`src/tkm_pkg.sv`:
```
package tkm_pkg;

  localparam int IDENT_W = 16;
  localparam int SCORE_W = 32;
  localparam int CFG_W   = 4;

  localparam int TOP_DEPTH_DEF  = 8;
  localparam int MAX_IDENTS_DEF = 65536;

  localparam logic [CFG_W-1:0] SHOWN_RESET = CFG_W'(8);

  localparam logic OP_INSERT = 1'b0;
  localparam logic OP_QUERY  = 1'b1;

  typedef struct packed {
    logic               valid;
    logic [IDENT_W-1:0] ident;
    logic [SCORE_W-1:0] score;
  } entry_t;

  // broadcast to every cell in the row
  typedef struct packed {
    logic               ins_en;
    logic [IDENT_W-1:0] ins_ident;
    logic [SCORE_W-1:0] ins_score;
    logic [IDENT_W-1:0] qry_ident;
  } cell_ctl_t;

  typedef struct packed {
    logic take;
    logic dup;
    logic match;
  } cell_stat_t;

endpackage

```
`src/tkm_cell.sv`:
```
module tkm_cell (
  input  logic               clk,
  input  logic               rst_n,
  input  tkm_pkg::cell_ctl_t ctl,
  input  tkm_pkg::entry_t    prev_entry,
  input  logic               prev_take,
  output tkm_pkg::entry_t    entry,
  output tkm_pkg::cell_stat_t stat
);

  logic                        valid_r;
  logic [tkm_pkg::IDENT_W-1:0] ident_r;
  logic [tkm_pkg::SCORE_W-1:0] score_r;
  logic                        above;

  assign above = (ctl.ins_score > score_r) ||
                 ((ctl.ins_score == score_r) && (ctl.ins_ident > ident_r));

  // new pair belongs here or further up the row
  assign stat.take  = !valid_r || above;
  assign stat.dup   = valid_r && (ctl.ins_score == score_r) && (ctl.ins_ident == ident_r);
  assign stat.match = valid_r && (ident_r == ctl.qry_ident);

  assign entry.valid = valid_r;
  assign entry.ident = ident_r;
  assign entry.score = score_r;

  always_ff @(posedge clk) begin
    if (!rst_n) begin
      valid_r <= 1'b0;
    end else if (ctl.ins_en) begin
      if (prev_take) begin
        valid_r <= prev_entry.valid;
      end else if (stat.take) begin
        valid_r <= 1'b1;
      end
    end
  end

  always_ff @(posedge clk) begin
    if (ctl.ins_en) begin
      if (prev_take) begin
        ident_r <= prev_entry.ident;
        score_r <= prev_entry.score;
      end else if (stat.take) begin
        ident_r <= ctl.ins_ident;
        score_r <= ctl.ins_score;
      end
    end
  end

endmodule

```
`src/top_k_membership_tracker.sv`:
```
// Top-k membership tracker. A row of TOP_DEPTH cells holds the best (score, ident)
// pairs seen so far, best first, ties going to the larger ident. An insert word
// (op 0) is compared against every cell at once and the row shifts by one cell
// behind the insertion point in the same cycle; a pair already stored, a pair below
// a full row or an ident at or above MAX_IDENTS leaves the row unchanged. A query
// word (op 1) compares its ident against the first min(shown_count, TOP_DEPTH)
// cells and returns in_top in the next cycle from an output register. One word is
// accepted per cycle; the input stalls only while a query result sits in the
// output register and the output side stalls. Reset empties the row.
module top_k_membership_tracker #(
  parameter int TOP_DEPTH  = tkm_pkg::TOP_DEPTH_DEF,
  parameter int MAX_IDENTS = tkm_pkg::MAX_IDENTS_DEF
) (
  input  logic                        clk,
  input  logic                        rst_n,
  input  logic                        cfg_we,
  input  logic [tkm_pkg::CFG_W-1:0]   cfg_data,
  input  logic                        in_valid,
  output logic                        in_stall,
  input  logic                        in_op,
  input  logic [tkm_pkg::IDENT_W-1:0] in_ident,
  input  logic [tkm_pkg::SCORE_W-1:0] in_score,
  output logic                        out_valid,
  input  logic                        out_stall,
  output logic                        out_in_top
);

  logic [tkm_pkg::CFG_W-1:0] shown_r;
  logic                      out_valid_r, out_valid_nxt;
  logic                      out_in_top_r, out_in_top_nxt;

  logic                in_fire;
  logic                id_ok;
  logic                any_dup;
  logic                hit;
  tkm_pkg::cell_ctl_t  ctl;

  tkm_pkg::entry_t     cell_entry [TOP_DEPTH];
  tkm_pkg::entry_t     prev_entry [TOP_DEPTH];
  tkm_pkg::cell_stat_t cell_stat  [TOP_DEPTH];
  logic [TOP_DEPTH-1:0] prev_take;
  logic [TOP_DEPTH-1:0] dup_vec;
  logic [TOP_DEPTH-1:0] match_vec;
  logic [TOP_DEPTH-1:0] shown_vec;
  logic [TOP_DEPTH-1:0] valid_vec;

  assign in_stall = out_valid_r && out_stall;
  assign in_fire  = in_valid && !in_stall;
  assign id_ok    = 32'(in_ident) < 32'(MAX_IDENTS);

  assign any_dup = |dup_vec;
  assign hit     = |(match_vec & shown_vec);

  assign ctl.ins_en    = in_fire && (in_op == tkm_pkg::OP_INSERT) && id_ok && !any_dup;
  assign ctl.ins_ident = in_ident;
  assign ctl.ins_score = in_score;
  assign ctl.qry_ident = in_ident;

  genvar i;
  generate
    for (i = 0; i < TOP_DEPTH; i++) begin : g_cell
      if (i == 0) begin : g_head
        assign prev_entry[i] = '0;
        assign prev_take[i]  = 1'b0;
      end else begin : g_link
        assign prev_entry[i] = cell_entry[i-1];
        assign prev_take[i]  = cell_stat[i-1].take;
      end

      assign dup_vec[i]   = cell_stat[i].dup;
      assign match_vec[i] = cell_stat[i].match;
      assign shown_vec[i] = 32'(i) < 32'(shown_r);
      assign valid_vec[i] = cell_entry[i].valid;

      tkm_cell u_cell (
        .clk        (clk),
        .rst_n      (rst_n),
        .ctl        (ctl),
        .prev_entry (prev_entry[i]),
        .prev_take  (prev_take[i]),
        .entry      (cell_entry[i]),
        .stat       (cell_stat[i])
      );
    end
  endgenerate

  always_comb begin
    out_valid_nxt  = out_valid_r;
    out_in_top_nxt = out_in_top_r;
    if (out_valid_r && !out_stall) begin
      out_valid_nxt = 1'b0;
    end
    if (in_fire && (in_op == tkm_pkg::OP_QUERY)) begin
      out_valid_nxt  = 1'b1;
      out_in_top_nxt = id_ok && hit;
    end
  end

  always_ff @(posedge clk) begin
    if (!rst_n) begin
      shown_r     <= tkm_pkg::SHOWN_RESET;
      out_valid_r <= 1'b0;
    end else begin
      if (cfg_we) begin
        shown_r <= cfg_data;
      end
      out_valid_r <= out_valid_nxt;
    end
  end

  always_ff @(posedge clk) begin
    out_in_top_r <= out_in_top_nxt;
  end

  assign out_valid  = out_valid_r;
  assign out_in_top = out_in_top_r;

  // a valid insert always leaves the best cell occupied
  a_head_filled: assert property (@(posedge clk) disable iff (!rst_n)
    in_fire && (in_op == tkm_pkg::OP_INSERT) && id_ok |=> valid_vec[0])
    else $error("head cell empty after insert");

  a_query_result: assert property (@(posedge clk) disable iff (!rst_n)
    in_fire && (in_op == tkm_pkg::OP_QUERY) |=> out_valid_r)
    else $error("query produced no result");

  a_no_dup_shift: assert property (@(posedge clk) disable iff (!rst_n)
    in_fire && any_dup |=> $stable(valid_vec))
    else $error("row changed on duplicate insert");

  generate
    for (i = 1; i < TOP_DEPTH; i++) begin : g_chk
      a_packed: assert property (@(posedge clk) disable iff (!rst_n)
        valid_vec[i] |-> valid_vec[i-1])
        else $error("gap in occupied cells");
    end
  endgenerate

endmodule
```
`config.mk`:
```
export PLATFORM = sky130hd
export DESIGN_NAME = top_k_membership_tracker
export DESIGN_NICKNAME = d
export VERILOG_FILES = /design/src/tkm_pkg.sv /design/src/tkm_cell.sv /design/src/top_k_membership_tracker.sv
export SDC_FILE = /design/constraint.sdc
export NUM_CORES = 1
export LEC_CHECK = 0
export BUFFER_PORTS_ARGS = -buffer_cell sky130_fd_sc_hd__buf_4
export CAP_MARGIN = 40
export CORE_ASPECT_RATIO = 0.7
export CORE_MARGIN = 2
export CORE_UTILIZATION = 35
export DETAILED_ROUTE_END_ITERATION = 8
export PLACE_DENSITY_LB_ADDON = 0.1
export SETUP_SLACK_MARGIN = 0.4
export SYNTH_ARGS = -nofsm -noshare
export SYNTH_HDL_FRONTEND = slang
export SYNTH_HIERARCHICAL = 1
export SYNTH_SLANG_ARGS = --single-unit
```
`constraint.sdc`:
```
create_clock -name clk -period 7 [get_ports clk]
set_clock_uncertainty 0.2 [all_clocks]
set_input_delay 0 -clock clk [delete_from_list [all_inputs] [get_ports clk]]
set_output_delay 0 -clock clk [all_outputs]
set_load 0.02 [all_outputs]
```
==> reports/results.ini <==
[status]
status=finished clean

[floorplan]
die_h_um=242
die_area_um2=83000
die_w_um=343
fp-row-count=87
floorplan.initialDensity_pct=35.2
io_pins=61
fp.coreArea_um2=80200

[sta]
finalSetupTns_ns=0
slew_viol_final=0
rsz0062_at_grt=no
tightestPinTransition_ns=0.888
period_minus_slack_ns=5.00
maxSlewHeadroom_pct=40.3
fmax_mhz=200
final_min_period_over_clock_period_pct=71.4
hold_viol=0
finalSetupViolCount=0

[routing]
drtAntennaViolNets=0
drtIter0Drc=1121
routed_via_density=5.14
wl_per_cell_um=21.5
vias=19393
routed_wl_mm=80.9
drc=0
drtPass1Iterations=5

[cells_and_area]
n_antenna_cell=0
fill_cells=7644
area_delta_synth_final_pct=15.6
final_nets=3105
final_cells=3770
layout-drive-gt1-share_pct=21.5
multiInputGateArea_um2=15000
ff_latch_area_um2=11800

[power]
peakVddDrop_uv=146
power_density_nw_per_um2=200
power.total_w=0.00653
p_leak_nw=13.7

[setup_path]
r2r_start=g_cell[7].u_cell/score_r[31]
slowest_delay_ns=0.60
critPathArrivalTime_ns=5.30
crit_fanout=13
rr_endpoint=g_cell[4].u_cell/valid_r
crit_chain=inv_1 > ha_1 > nand4_2 > nor4_4 > nand2_1 > nor2_1 > nor3_1 > nand3_1 > dlygate4sd3_1 > nor4_4 > buf_4 > o21ai_0 > dlygate4sd3_1 > a31oi_1 > dlygate4sd3_1
crit_end=g_cell[4].u_cell/valid_r
critical_path.most_common_cell=dlygate4sd3_1
path_class=reg -> reg
startpoint=g_cell[7].u_cell/score_r[31]
slowest_stage=dlygate4sd3_1
reg2reg_slack_ns=2.00
start_kind=flop
endpoint_kind=flop
r2r_cells=15
worstPathRequired_ns=7.30

[clock_tree]
clock_path_buffers=3
post-cts-setup-buffers=0
clock_sinks=398
cts-root-buf=clkbuf_16
clk_pin_slew_ns=0.06
cts_tree=done
cts_buffers=48
clkLatencyLatePin_ns=0.61
htreeDepth=2

[global_route]
overflow=0
grt_max_degree=53
grt_pass1_vias=20155
track_usage_pct=19.7
antenna_found_initial=0
grt_pass1_wl_mm=125

[flow_run]
cap_violations=0

[placed_design]
dp_cells=3608
hpwlAfterDp_mm=59.9
portBuffers=60
place.gp.congestion=0.830

[synthesis]
avgSynthCellArea_um2=11.5
ys_warn_count=6
synth_area_um2=28200
syn-instance-count=2461

[hold_path]
hp-class=in -> reg

[where the power goes]
part | total, W | internal (W) | switching (W)
Clock | 0.00259 | 0.00153 | 0.00106
Sequential | 0.00286 | 0.00278 | 0.0000865
Combinational | 0.00108 | 0.000471 | 0.000610
[sequential cells by signal (all words and copies together) (netlist names)]
signal	cells
g_cell.u_cell/ident_r	128
out_valid	1
g_cell.u_cell/valid_r	8
out_in_top	1
g_cell.u_cell/score_r	256
shown_r	4
[worst min path at each step]
stage / start / end / slack, ns / depth (start not counted)
floorplan: rst_n / shown_r[3] / -0.14 / 1
global placement: cfg_data[3] / shown_r[3] / 0.02 / 3
detailed placement: cfg_data[3] / shown_r[3] / 0.02 / 3
CTS: rst_n / g_cell[0].u_cell/valid_r / 0.09 / 4
global route: in_op / out_in_top / 0.12 / 3
finish: rst_n / g_cell[1].u_cell/valid_r / 0.13 / 4
[worst max-delay path: cells and delay by family (launching register included)]
kind / cells / cell delay (ns)
buf+inv: 5 / 2.00
simple gates: 7 / 1.85
compound gates: 2 / 0.18
fa+ha+maj: 1 / 0.34
flops: 1 / 0.32
[timing repair]
action / CTS / global route
hold endpoints to repair: 417 / 0
hold buffers: 73 / 0
resized for setup: 0 / 0
[layout by cell type (no fill, tap or decap), drive strengths merged, types with 20 or more instances in the layout]
cell type	instances
nand4	127
nor2	28
xor2	32
a21o	48
dlygate4sd3	73
nor2b	35
nand2	67
edfxtp	385
inv	411
o21ai	57
a211oi	25
xnor2	96
nand3	57
ha	384
nor4	42
clkbuf	59
conb	50
buf	85
mux2	368
clkinv	20
a21oi	130
[layer usage]
layer / track usage [%] / wire length [µm]
met5: 0 / 0
met4: 4.30 / 1350
met3: 2.41 / 2990
met2: 29.0 / 33700
met1: 30.5 / 42900
[metrics by stage]
step	utilization [%]	instance area (µm²)	setup WS, ns	hold WS, ns
6_report	40.7	32600	2.00	0.126
5_1_grt	40.7	32600	1.83	0.116
4_1_cts	40.7	32600	2.07	0.0853
3_5_place_dp	37.8	30300	2.09	0.0204
3_3_place_gp	37.7	30300	2.19	0.0218
2_1_floorplan	-	28400	1.18	-0.138
[layout make-up]
cell class                 instances  area share [%]
clock buffer                      59            3.96
clock inverter                    30           0.920
inverter                         409            4.70
multi-input combinational       1647            45.9
sequential                       398            36.2
tap                             1068            4.09
timing repair buffer             159            4.25
(Power assumes the default switching activity.)
